<file path="src/rtl/tube_display_string_loader_assert.svh">
// assertion macros for the string loader
`ifndef TUBE_DISPLAY_STRING_LOADER_ASSERT_SVH
`define TUBE_DISPLAY_STRING_LOADER_ASSERT_SVH

`ifndef SYNTHESIS
// clocked check, idle while reset is high
`define TDSL_ASSERT(lbl, clk, rst, prop) \
   lbl: assert property (@(posedge clk) disable iff (rst) prop) \
      else $error("tdsl assertion failed");
// clocked check that also holds during reset
`define TDSL_ASSERT_ALWAYS(lbl, clk, prop) \
   lbl: assert property (@(posedge clk) prop) \
      else $error("tdsl assertion failed");
`else
`define TDSL_ASSERT(lbl, clk, rst, prop)
`define TDSL_ASSERT_ALWAYS(lbl, clk, prop)
`endif

`endif

</file>
<file path="src/rtl/tdsl_pkg.sv">
package tdsl_pkg;

   localparam int IMAGE_BITS = 40;
   localparam int TUBE_COUNT = 6;
   localparam int POS_W      = 6;
   localparam int TUBE_W     = 3;

   typedef logic [POS_W-1:0] reg_num_type;

   // driver register numbers of each tube's code bits, code bit 0 first
   localparam reg_num_type TUBE_REGS [TUBE_COUNT][4] = '{
      '{6'd3,  6'd4,  6'd5,  6'd0 },
      '{6'd8,  6'd10, 6'd11, 6'd9 },
      '{6'd14, 6'd13, 6'd18, 6'd15},
      '{6'd16, 6'd22, 6'd23, 6'd21},
      '{6'd27, 6'd29, 6'd30, 6'd28},
      '{6'd32, 6'd38, 6'd39, 6'd37}
   };
   localparam reg_num_type LAMP_REGS  [TUBE_COUNT] = '{6'd2, 6'd7, 6'd17, 6'd20, 6'd26, 6'd34};
   localparam reg_num_type POINT_REGS [TUBE_COUNT] = '{6'd1, 6'd6, 6'd12, 6'd19, 6'd25, 6'd33};
   localparam reg_num_type ANODE_REG  = 6'd35;
   localparam reg_num_type LAST_POS   = reg_num_type'(IMAGE_BITS - 1);

   // characters
   localparam logic [7:0] CHAR_BLANK = 8'h58;  // 'X'
   localparam logic [7:0] CHAR_ZERO  = 8'h30;  // '0'
   localparam logic [7:0] CHAR_NINE  = 8'h39;  // '9'
   localparam logic [7:0] CHAR_POINT = 8'h2E;  // '.'
   localparam logic [7:0] CHAR_SPACE = 8'h20;  // ' '

   localparam logic [3:0] CODE_BLANK = 4'd10;

   typedef enum logic [2:0] {
      PH_DIGIT = 3'b001,
      PH_LED   = 3'b010,
      PH_SKIP  = 3'b100
   } phase_type;

   // driver register r sits at image bit IMAGE_BITS-1-r
   function automatic reg_num_type img_idx(input reg_num_type reg_num);
      img_idx = LAST_POS - reg_num;
   endfunction

endpackage

</file>
<file path="src/rtl/tube_display_string_loader.sv">
// channel | beat contents                                  | direction
// req     | tdata[7:0] char_code, tlast end_of_string       | in
// rsp     | tdata[0] serial_bit, tdata[6:1] bit_position,   | out
//         | tlast latch_pulse                               |
// a character is parsed in the cycle it is accepted
// a character with tlast loads the 40-bit output shifter, which then sends one
// bit per rsp beat; req is held off for those 40 beats (plus any rsp stalls)
// reset clears the image, the parser and the shifter control; no clearing pass
// rsp stalls only freeze the shifter; they never drop or repeat a bit
`include "tube_display_string_loader_assert.svh"

module tube_display_string_loader
   import tdsl_pkg::*;
(
   input  logic       clock,
   input  logic       reset,
   input  logic       req_tvalid,
   output logic       req_tready,
   input  logic [7:0] req_tdata,   // [7:0] char_code
   input  logic       req_tlast,   // end_of_string
   output logic       rsp_tvalid,
   input  logic       rsp_tready,
   output logic [7:0] rsp_tdata,   // [0] serial_bit, [6:1] bit_position, [7] zero
   output logic       rsp_tlast    // latch_pulse
);

   logic [IMAGE_BITS-1:0] image_ff, image_in;
   logic [IMAGE_BITS-1:0] shift_ff, shift_in;
   phase_type             phase_ff, phase_in;
   logic [TUBE_W-1:0]     tube_ff, tube_in;
   logic [TUBE_W-1:0]     lamp_ff, lamp_in;
   logic                  anode_ff, anode_in;
   logic                  start_ff, start_in;
   logic                  busy_ff, busy_in;
   reg_num_type           pos_ff, pos_in;

   logic       req_beat;
   logic       rsp_beat;
   logic       last_beat;
   logic       is_digit;
   logic [3:0] digit;
   logic [3:0] digit_code;

   assign req_tready = ~busy_ff;
   assign req_beat   = req_tvalid & req_tready;
   assign rsp_beat   = rsp_tvalid & rsp_tready;
   assign last_beat  = rsp_beat & (pos_ff == LAST_POS);

   assign rsp_tvalid = busy_ff;
   assign rsp_tdata  = {1'b0, pos_ff, shift_ff[0]};
   assign rsp_tlast  = (pos_ff == LAST_POS);

   // digit decode and remap
   assign is_digit   = (req_tdata >= CHAR_ZERO) && (req_tdata <= CHAR_NINE);
   assign digit      = 4'(req_tdata - CHAR_ZERO);
   assign digit_code = (digit <= 4'd1) ? 4'(4'd1 - digit) : 4'(4'd11 - digit);

   // character parser
   always_comb begin
      image_in = image_ff;
      phase_in = phase_ff;
      tube_in  = tube_ff;
      lamp_in  = lamp_ff;
      anode_in = anode_ff;
      start_in = start_ff;
      if (req_beat) begin
         // first character of a string clears the points
         if (start_ff) begin
            for (int k = 0; k < TUBE_COUNT; k++) begin
               image_in[img_idx(POINT_REGS[k])] = 1'b0;
            end
            start_in = 1'b0;
         end
         unique case (phase_ff)
            PH_DIGIT: begin
               if (req_tdata == CHAR_BLANK || is_digit) begin
                  if (tube_ff >= TUBE_W'(TUBE_COUNT)) begin
                     phase_in = PH_SKIP;
                  end else begin
                     for (int b = 0; b < 4; b++) begin
                        image_in[img_idx(TUBE_REGS[tube_ff][b])] =
                           is_digit ? digit_code[b] : CODE_BLANK[b];
                     end
                     tube_in = TUBE_W'(tube_ff + 1'b1);
                     if (is_digit) begin
                        anode_in = 1'b1;
                     end
                  end
               end else if (req_tdata == CHAR_POINT) begin
                  if (tube_ff == '0 || tube_ff > TUBE_W'(TUBE_COUNT)) begin
                     phase_in = PH_SKIP;
                  end else begin
                     image_in[img_idx(POINT_REGS[TUBE_W'(tube_ff - 1'b1)])] = 1'b1;
                     anode_in = 1'b1;
                  end
               end else if (req_tdata == CHAR_SPACE) begin
                  phase_in = PH_LED;
               end
            end
            PH_SKIP: begin
               if (req_tdata == CHAR_SPACE) begin
                  phase_in = PH_LED;
               end
            end
            PH_LED: begin
               if (lamp_ff < TUBE_W'(TUBE_COUNT)) begin
                  image_in[img_idx(LAMP_REGS[lamp_ff])] = (req_tdata != CHAR_ZERO);
                  lamp_in = TUBE_W'(lamp_ff + 1'b1);
               end
            end
            default: ;
         endcase
         // end of string: anode bit, then parser back to its start
         if (req_tlast) begin
            image_in[img_idx(ANODE_REG)] = anode_in;
            phase_in = PH_DIGIT;
            tube_in  = '0;
            lamp_in  = '0;
            anode_in = 1'b0;
            start_in = 1'b1;
         end
      end
   end

   // output shifter, lsb first
   always_comb begin
      shift_in = shift_ff;
      busy_in  = busy_ff;
      pos_in   = pos_ff;
      if (req_beat && req_tlast) begin
         shift_in = image_in;
         busy_in  = 1'b1;
         pos_in   = '0;
      end else if (rsp_beat) begin
         shift_in = {1'b0, shift_ff[IMAGE_BITS-1:1]};
         if (last_beat) begin
            busy_in = 1'b0;
            pos_in  = '0;
         end else begin
            pos_in = reg_num_type'(pos_ff + 1'b1);
         end
      end
   end

   // control and image registers
   always_ff @(posedge clock) begin
      if (reset) begin
         image_ff <= '0;
         phase_ff <= PH_DIGIT;
         tube_ff  <= '0;
         lamp_ff  <= '0;
         anode_ff <= 1'b0;
         start_ff <= 1'b1;
         busy_ff  <= 1'b0;
         pos_ff   <= '0;
      end else begin
         image_ff <= image_in;
         phase_ff <= phase_in;
         tube_ff  <= tube_in;
         lamp_ff  <= lamp_in;
         anode_ff <= anode_in;
         start_ff <= start_in;
         busy_ff  <= busy_in;
         pos_ff   <= pos_in;
      end
   end

   // shifter payload
   always_ff @(posedge clock) begin
      shift_ff <= shift_in;
   end

   // checks
   `TDSL_ASSERT(a_burst_starts, clock, reset, req_beat && req_tlast |=> busy_ff && pos_ff == '0)
   `TDSL_ASSERT(a_burst_ends, clock, reset, last_beat |=> !busy_ff)
   `TDSL_ASSERT(a_parser_rearmed, clock, reset, req_beat && req_tlast |=> start_ff && phase_ff == PH_DIGIT && tube_ff == '0 && !anode_ff)
   `TDSL_ASSERT(a_pos_range, clock, reset, busy_ff |-> pos_ff <= LAST_POS)
   `TDSL_ASSERT_ALWAYS(a_idle_pos, clock, !busy_ff |-> pos_ff == '0)

endmodule
</file>
<file path="config.mk">
export PLATFORM = sky130hd
export DESIGN_NAME = tube_display_string_loader
export DESIGN_NICKNAME = d
export VERILOG_FILES = /design/src/rtl/tdsl_pkg.sv /design/src/rtl/tube_display_string_loader.sv
export VERILOG_INCLUDE_DIRS = /design/src /design/src/rtl
export SDC_FILE = /design/constraint.sdc
export NUM_CORES = 1
export LEC_CHECK = 0
export BUFFER_PORTS_ARGS = -buffer_cell sky130_fd_sc_hd__buf_2
export CORE_MARGIN = 3
export CORE_UTILIZATION = 35
export CTS_CLUSTER_DIAMETER = 80
export DETAILED_ROUTE_END_ITERATION = 6
export PLACE_DENSITY = 0.56
export SKIP_LAST_GASP = 1
export SYNTH_ARGS = -nofsm -noshare
export SYNTH_HDL_FRONTEND = slang
export SYNTH_SLANG_ARGS = --single-unit
</file>
<file path="constraint.sdc">
create_clock -name clock -period 11.3 [get_ports clock]
set_clock_uncertainty 0.05 [all_clocks]
set_input_delay 2.825 -clock clock [delete_from_list [all_inputs] [get_ports clock]]
set_output_delay 2.825 -clock clock [all_outputs]
set_load 0.01 [all_outputs]
</file>
# == Word level (Yosys, flattened, before mapping) ==
# Memories as Yosys holds them, arrays and structs flattened.
# Cells that the tools add are included.
# op_classes
addsub,13
magnitude_cmp,21
eq_ne,11
n_mux,76
n_bitwise,8
n_reduce_logical,23
# ops
operator,n
two-way mux 40 bit,8
bitwise mux 40 bit,5
one-hot mux 40 bit (2 select lines),1
two-way mux 24 bit,2
< comparator 6 x 7 -> 1 bit (second input constant),6
OR 40 bit,1
two-way mux 3 bit,13
demux 1 bit (select 6 bit),6
>= comparator 6 x 1 -> 1 bit (second input constant),6
subtractor 6 bit (first input constant),6
two-way mux 1 bit,34
two-way mux 6 bit,5
equality test 8 x 6 -> 1 bit (second input constant),2
>= comparator 4 bit (second input constant),3
NOT 3 -> 4 bit,3
nonzero test 2 bit,6
equality test 8 x 7 -> 1 bit (second input constant),1
>= comparator 8 x 6 -> 1 bit (second input constant),1
less-or-equal comparator 8 x 6 -> 1 bit (second input constant),1
logical AND 1 bit,8
!= test 8 x 6 -> 1 bit (second input constant),1
AND reduction 4 bit,2
adder 3 x 1 -> 3 bit (second input constant),2
adder 6 x 1 -> 6 bit (second input constant),1
25 further kinds,28
# totals
register_bits,98
rom_bits,288
input_bits,13
output_inout_bits,11
n_memories,3
# memory_table
name,words,width,read_ports,rd_clocked_by_memory_dff,write_ports,line,text
(no name shown),8,24,1,0,0,tube_display_string_loader.sv:81,image_in[img_idx(TUBE_REGS[tube_ff][b])] =
(no name shown),8,6,1,0,0,tube_display_string_loader.sv:107,image_in[img_idx(LAMP_REGS[lamp_ff])] = (req_tdata != CHAR_ZERO);
(no name shown),8,6,1,0,0,tube_display_string_loader.sv:93,image_in[img_idx(POINT_REGS[TUBE_W'(tube_ff - 1'b1)])] = 1'b1;

# == Logic depth before layout (Yosys ltp) ==
# Gate-level depths: netlist (run 1).
# logic_depth
word_depth,19
ltp_mapped,15
mapped_depth_nobuf,12

# == Worst setup path after synthesis (run 1) ==
# OpenSTA, ideal clock, no wires.
# synth_path
path_kind,input -> register
from,input port req_tdata[1]
to,register shift_ff[22] (data pin)
setup_ps,270
t_arrival_ps,4793
setup_slack_ps,6187
path_stages,11
n_path_buf,2
path_cell_list,clkbuf_1 inv_1 ha_1 nand3b_1 mux2i_1 clkbuf_1 and4_1 a211o_1 o211ai_1 a222oi_1 a21oi_1
# synth_between
elab_chain_len,13
elab_cells_between_ends,28
cone_classes,add/sub: 3; order compare: 3; eq/ne: 3; mux: 17; reduce/logical: 2
# synth_lines
element,line,text
start: declaration,tube_display_string_loader.sv:19,"input logic [7:0] req_tdata,"
subtractor 4 x 1 -> 4 bit,tube_display_string_loader.sv:55,assign digit = 4'(req_tdata - CHAR_ZERO);
less-or-equal comparator 4 x 1 -> 1 bit,tube_display_string_loader.sv:56,assign digit_code = (digit <= 4'd1) ? 4'(4'd1 - digit) : 4'(4'd11 - digit);
two-way mux 4 bit,tube_display_string_loader.sv:56,
two-way mux 1 bit,tube_display_string_loader.sv:82,is_digit ? digit_code[b] : CODE_BLANK[b];
bitwise mux 40 bit (4 in series),tube_display_string_loader.sv:81,
two-way mux 40 bit,tube_display_string_loader.sv:77,if (tube_ff >= TUBE_W'(TUBE_COUNT)) begin
two-way mux 40 bit,tube_display_string_loader.sv:76,if (req_tdata == CHAR_BLANK || is_digit) begin
one-hot mux 40 bit (2 select lines) *,tube_display_string_loader.sv:74,unique case (phase_ff)
two-way mux 40 bit *,tube_display_string_loader.sv:66,if (req_beat) begin
two-way mux 40 bit *,tube_display_string_loader.sv:130,if (req_beat && req_tlast) begin
net shift_in[22],tube_display_string_loader.sv:28,"logic [IMAGE_BITS-1:0] shift_ff, shift_in;"
end signal: assignment,tube_display_string_loader.sv:170,shift_ff <= shift_in;
end: declaration,tube_display_string_loader.sv:28,
# Mark *: on every way through the listed nets, which the timed path passes. The rest lies on a longest branch.
# A chain may end at the register's enable or synchronous reset.

# == Worst setup path after layout (run 1) ==
# layout_path
from,input port req_tdata[2]
to,register shift_ff[37] (data pin)
# Same word-level chain as after synthesis.

==> run_results.csv, run 1 <==
group,metric,value,unit
min_path,min_path_type,"reg -> reg",
detailed_routing,vias_per_cell,6.51,
floorplanning,row_count,51,
cts,cts_hold_buf,0,
placement,dp_hpwl,21.2,mm
detailed_routing,wl_met2,12.4,mm
detailed_routing,drc_errors,0,
worst_setup_path,reg2regPathDepth,11,
cts,worst_skew_pair.late_latency,370,ps
final_layout,drive_gt1_share,9.64,%
pwr,ir_drop,0.0688,mV
timing,worst_pin_slew,1220,ps
yosys,postSynth.asyncResetShare,0,%
placement,place_area,7590,um^2
final_layout,fin_area,7880,um^2
worst_setup_path,crit_buf_inv,2,
global_route,first_global_vias,7133,
cts,cts_inserted_buffers,9,
pwr,p_leak,2.73,nW
yosys,ys_seq_area_share,32.5,%
cts,ctsRootBufferMaster,"clkbuf_16",
worst_setup_path,max_stage_delay,820,ps
cts,cts.clk_slew.worst_paths,80,ps
timing,period_minus_slack,5410,ps
worst_setup_path,crit_family,"compound AO/OA/AOI/OAI gates",
pwr,power_density,102,nW/um^2
floorplanning,start_util,36.3,%
cts,cts.sinks,97,
global_route,grt_pass1_wl,44.8,mm
timing,setup_viol,0,
detailed_routing,drtIter0Drc,1175,
detailed_routing,firstDrtPassIters,6,
final_layout,antenna-diode-count,0,
yosys,ys_top_cells_by_count,"nor2_1, a21oi_1, nand2_1",
yosys,yosys.area.top_type,"edfxtp_1",
placement,io_buffers,22,
floorplanning,io_pins,24,
timing,finalCritPeriodShare,47.8,%
detailed_routing,wl,29.9,mm
global_route,gr-total-overflow,0,
worst_setup_path,arrival,5470,ps
detailed_routing,vias,7940,
worst_setup_path,cp-end-kind,"flop",
final_layout,syn_to_final_growth,9.45,%
worst_setup_path,crit_cells,9,
final_layout,nNetsFinal,976,
cts,post_cts_resized,0,
worst_setup_path,cp-start-kind,"input pin",
floorplanning,dieHeight,149,um
cts,htreeDepth,3,
timing,hold_viol,0,
yosys,ys_seq_elements,97,
floorplanning,die_w,149,um
timing,finalMaxSlewViolations,0,
yosys,synth-edff-count,40,
timing,fin_hold_ws,423,ps
cts,post_cts_buffers,0,
worst_setup_path,slowest_stage,"nor3_1",
global_route,grt_usage,26.5,%
worst_setup_path,cp_max_fo,9,
yosys,yosys_warnings,0,
yosys,yosys-top-cells-area,"edfxtp_1, dfxtp_1, a21oi_1, nor2_1, nand2_1",
yosys,synth_area_per_cell,7.53,um^2
detailed_routing,routedWlPerCell,24.6,um
global_route,antenna_found_initial,0,
global_route,grt_max_degree,48,
yosys,ys.flop_type,"dfxtp_1",
yosys,synth_most_common_cell,"nor2_1",
detailed_routing,final_antenna_net_count,0,
final_layout,multiInputGateArea,4540,um^2
detailed_routing,highest_layer,"met4",
floorplanning,core,19800,um^2
yosys,syn_inst,956,
worst_setup_path,worstPathRequired,11360,ps
yosys,synth_top_area_share,16.7,%
flow_run,drv_cap,0,
final_layout,regArea,2340,um^2
yosys,synth_cell_types,85,
final_layout,fill_cells,2142,
timing,timing.slew.headroom,18.1,%
run_status,status,"finished clean",
worst_setup_path,critPathKind,"in -> reg",
worst_setup_path,regToRegSetupSlack,5990,ps
timing,rsz0062_at_grt,"no",
timing,tns,0,ps
yosys,syn_nets,983,
cts,clk_path_buf_depth,2,
detailed_routing,drt-met1-wl,12.6,mm
final_layout,finalCoreUtilization,39.7,%
floorplanning,fp.dieArea,22300,um^2
worst_setup_path,crit_chain,"buf_2 > inv_1 > ha_1 > a21bo_2 > a211o_1 > nor3_1 > a221oi_1 > a311oi_1 > a21oi_1",
cts,cts_tree,"yes",
yosys,synth.cell_area,7200,um^2
min_path,worstHoldPathCells,2,
placement,place_congestion,1.08,
timing,fmax,0.185,GHz
detailed_routing,wl_met3,3.40,mm
flip-flops by register name, indices dropped and copies added, names as in the netlist:
signal	count
pos_ff	6
rsp_tvalid	1
anode_ff	1
shift_ff	40
lamp_ff	3
start_ff	1
image_ff	39
tube_ff	3
phase_ff	3
layer usage:
metal	vias up	GRT usage [%]
met1	3699	37.1
met4	0	11.9
met5	-	0
met3	113	5.63
li1	3578	-
met2	550	39.0
worst reg2reg max path: stages, from the launching register on:
cell	delay, ps
dfxtp_1	710
inv_1	200
ha_1	670
nor2b_1	590
nor2_1	90
ha_1	430
nor4b_1	460
a31oi_1	340
nor3_2	650
a221oi_1	180
a222oi_1	520
a21oi_1	150
cell families (layout without fill, tap and decap cells):
family	count (synthesis)	in the layout	synth area share (%)
AOI/OAI and AO/OA	334	334	30.1
xor gates and xnor gates	6	6	0.730
adders and majority gates	14	14	2.43
buffers and inverters	83	81	4.62
DFF	97	97	32.5
muxes	6	6	0.869
other	1	1	0.0521
and+or+nand+nor	415	415	28.7
area by class of cell:
type / instances / area share [%]
multi-input cells: 776 / 57.6
flip-flops and latches: 97 / 29.7
well taps: 265 / 4.21
repair buffers: 49 / 3.97
clock buffers: 9 / 2.86
clock inverters: 7 / 0.905
inverters: 16 / 0.762
per-stage QoR:
step / power [mW] / cells / setup slack [ps]
after global routing: 0.827 / 1219 / 5680
after CTS: 0.807 / 1219 / 6010
after detailed placement: 0.489 / 1203 / 5610
after floorplan: 0.454 / 956 / 6190
after global placement: 0.489 / 1203 / 5630
final: 0.802 / 1219 / 5890
cells in the final DEF (no fill, tap or decap), types with 15 or more instances in the layout:
cell type,Yosys,final
buf_4,3,27
o21ai_0,59,58
nand2_1,85,84
nand2b_1,15,15
buf_2,8,22
inv_1,15,15
nor3_1,31,31
a31oi_1,17,17
dfxtp_1,57,57
a21oi_1,104,103
nor2b_1,20,20
nand3_1,42,42
nor2_1,138,137
edfxtp_1,40,40
power by group:
part           switching, mW  internal [mW]
logic                 0.0651         0.0277
registers            0.00755          0.383
clock network          0.163          0.156
total                  0.235          0.567
final timing paths:
check | from | endpoint
min reg2reg | image_ff[6] | image_ff[6]
min | image_ff[6] | image_ff[6]
max reg2reg | tube_ff[1] | shift_ff[22]
max | req_tdata[2] | shift_ff[37]
(Power assumes the default switching activity.)
==> run 2: changes to the inputs <==
Settings changed: ABC_AREA set to 1, PLACE_DENSITY 0.56 to 0.58.
Clock period 11.3 ns to 4.7 ns, I/O delays scaled along.
==> run 2 against run 1 <==
Compared with the run above: sequential power rose by 140%; critical path depth up 10; combinational power grew to 6.5 times the previous value; die area is 3.6% higher; cell count grew 18%; count of clock-buffer cells in the layout unchanged; first-iteration DRC count shrank 35%; global-route usage fell by 4.0 points; worst setup slack lost 5100 ps; via count shrank 0.62%; non-clock buffer count down 14; largest cell class unchanged; largest power group unchanged; highest routed layer unchanged.
==> run_results.csv, run 2 <==
group,metric,value,unit
run_status,status,"finished clean",
cts,cts_hold_buf,0,
global_route,grt_pass1_wl,41.0,mm
timing,timing.slew.headroom,43.0,%
final_layout,fill_cells,2251,
detailed_routing,wl,26.7,mm
global_route,grt_usage,22.5,%
yosys,yosys.area.top_type,"nand2_1",
timing,worst_pin_slew,849,ps
global_route,grt_max_degree,50,
floorplanning,start_util,36.2,%
yosys,yosys-top-cells-area,"nand2_1, edfxtp_1, dfxtp_1, nor2_1, a21oi_1",
floorplanning,core,20600,um^2
worst_setup_path,crit_chain,"inv_2 > ha_1 > nand2_4 > nand2_4 > inv_2 > ha_1 > nand2_1 > nand2_1 > nand2_2 > inv_2 > nand3_1 > o21ai_0 > o21ai_1 > nand2_1 > nand2_1 > nand2_1 > nand3_1 > nand2_1 > inv_1",
cts,post_cts_buffers,0,
floorplanning,fp.dieArea,23100,um^2
timing,hold_viol,0,
yosys,ys.flop_type,"dfxtp_1",
final_layout,regArea,2340,um^2
yosys,ys_top_cells_by_count,"nand2_1, nor2_1, a21oi_1",
final_layout,final_common_cell,"nand2_1",
timing,setup_ws,745,ps
cts,cts.sinks,97,
worst_setup_path,critPathKind,"reg -> reg",
cts,cts.clk_slew.worst_paths,80,ps
detailed_routing,drtIter0Drc,763,
yosys,synth-edff-count,40,
placement,dpl_worst_slack,656,ps
yosys,ys_seq_elements,97,
global_route,first_global_vias,7028,
final_layout,drive_gt1_share,9.63,%
floorplanning,row_count,52,
final_layout,multiInputGateArea,4500,um^2
pwr,internal-power,1.45,mW
pwr,power.total,2.29,mW
timing,fin_hold_ws,430,ps
yosys,synth.cell_area,7470,um^2
detailed_routing,firstDrtPassIters,5,
cts,htreeDepth,3,
cts,cts_inserted_buffers,9,
timing,finalCritPeriodShare,84.1,%
timing,finalMaxSlewViolations,0,
cts,worst_skew_pair.late_latency,360,ps
timing,tns,0,ps
yosys,synth_area_per_cell,6.41,um^2
worst_setup_path,worstPathRequired,4780,ps
final_layout,nNetsFinal,1196,
yosys,syn_inst,1165,
pwr,switching_power,0.849,mW
worst_setup_path,cp_max_fo,19,
yosys,ys_seq_area_share,31.4,%
cts,post_cts_resized,0,
placement,place_congestion,0.962,
final_layout,syn_to_final_growth,8.24,%
detailed_routing,vias_per_cell,5.46,
pwr,power_density,284,nW/um^2
placement,io_buffers,22,
floorplanning,io_pins,24,
cts,clk_path_buf_depth,2,
cts,ctsRootBufferMaster,"clkbuf_16",
detailed_routing,routedWlPerCell,18.5,um
pwr,p_seq_share,41.2,%
timing,setup_viol,0,
final_layout,antenna-diode-count,0,
detailed_routing,final_antenna_net_count,0,
worst_setup_path,reg2regPathDepth,19,
worst_setup_path,max_stage_delay,650,ps
worst_setup_path,arrival,4030,ps
global_route,antenna_found_initial,0,
floorplanning,die_w,152,um
yosys,yosys_warnings,0,
timing,period_minus_slack,3960,ps
timing,fmax,0.253,GHz
detailed_routing,vias,7891,
pwr,p_leak,3.25,nW
global_route,gr-total-overflow,0,
detailed_routing,drc_errors,0,
floorplanning,dieHeight,152,um
yosys,synth_top_area_share,16.9,%
pwr,ir_drop,0.176,mV
yosys,synth_most_common_cell,"nand2_1",
min_path,min_path_type,"reg -> reg",
final_layout,largest_reg_flops,40,
placement,dp_hpwl,19.6,mm
final_layout,reg_top3,"shift_ff x40, image_ff x39, pos_ff x6",
final_layout,layout_common_cells,"nand2_1, nor2_1, a21oi_1",
worst_setup_path,crit_path_frequent_cell,"nand2_1",
pwr,p_sw_share,37.0,%
min_path,worstHoldPathCells,2,
flow_run,drv_cap,0,
timing,rsz0062_at_grt,"no",
worst_setup_path,cp-start-kind,"flop",
worst_setup_path,slowest_stage,"dfxtp_1",
cts,cts_tree,"yes",
yosys,synth_cell_types,60,
yosys,postSynth.asyncResetShare,0,%
worst_setup_path,cp-end-kind,"flop",
pwr,comb_power_share,26.2,%
pwr,power.share.clock,32.6,%
final_layout,regMostFlops,"shift_ff",
yosys,syn_nets,1192,
## run 2: final cells by class
class / count / share of cell area (%)
multi-input cells: 923 / 55.7
inverters: 103 / 5.00
clock buffers: 9 / 2.79
clock inverters: 7 / 0.836
repair buffers: 35 / 2.57
well taps: 270 / 4.18
flip-flops and latches: 97 / 29.0
## run 2: final timing paths
kind / slack [ps] / to / startpoint
worst max-delay path: 740 / shift_ff[38] / tube_ff[0]
worst max register to register: 740 / shift_ff[38] / tube_ff[0]
worst min register to register: 430 / image_ff[14] / image_ff[14]
worst min-delay path: 430 / image_ff[14] / image_ff[14]
## run 2: routing by layer
metal,global-route usage (%),vias up,wire [um]
met5,0,-,0
met4,10.2,0,1130
met3,4.18,67,2390
met2,33.1,366,11500
met1,31.9,3596,11700
li1,-,3862,-
## run 2: critical path: cells and delay by family, from the launching register on
kind,cells,cell delay (ps)
buf+inv,4,630
fa+ha+maj,2,750
compound gates,2,260
simple gates,11,1360
flops,1,650
## run 2: kinds of logic after synthesis
family | count (synthesis) | share of synthesized area, %
xor+xnor | 7 | 1.17
compound gates | 259 | 19.1
buf+inv | 145 | 8.46
fa+ha+maj | 14 | 2.34
mux | 1 | 0.134
other cells | 1 | 0.0502
flops | 97 | 31.4
simple gates | 641 | 37.4
## run 2: power groups by stage
| stage | clock [mW] | sequential [mW] | combinational (mW) |
|---|---|---|---|
| 2_1_floorplan | 0 | 0.955 | 0.430 |
| 3_3_place_gp | 0 | 0.964 | 0.586 |
| 3_5_place_dp | 0 | 0.965 | 0.585 |
| 4_1_cts | 0.768 | 0.945 | 0.587 |
| 5_1_grt | 0.795 | 0.950 | 0.653 |
| 6_report | 0.747 | 0.946 | 0.602 |
## run 2: metrics by stage
step,cell area [um^2],util [%],instances
after floorplan,7470,-,1165
after global placement,7790,37.8,1428
after detailed placement,7790,37.8,1428
after CTS,8090,39.2,1444
after global routing,8090,39.2,1444
final,8090,39.2,1444
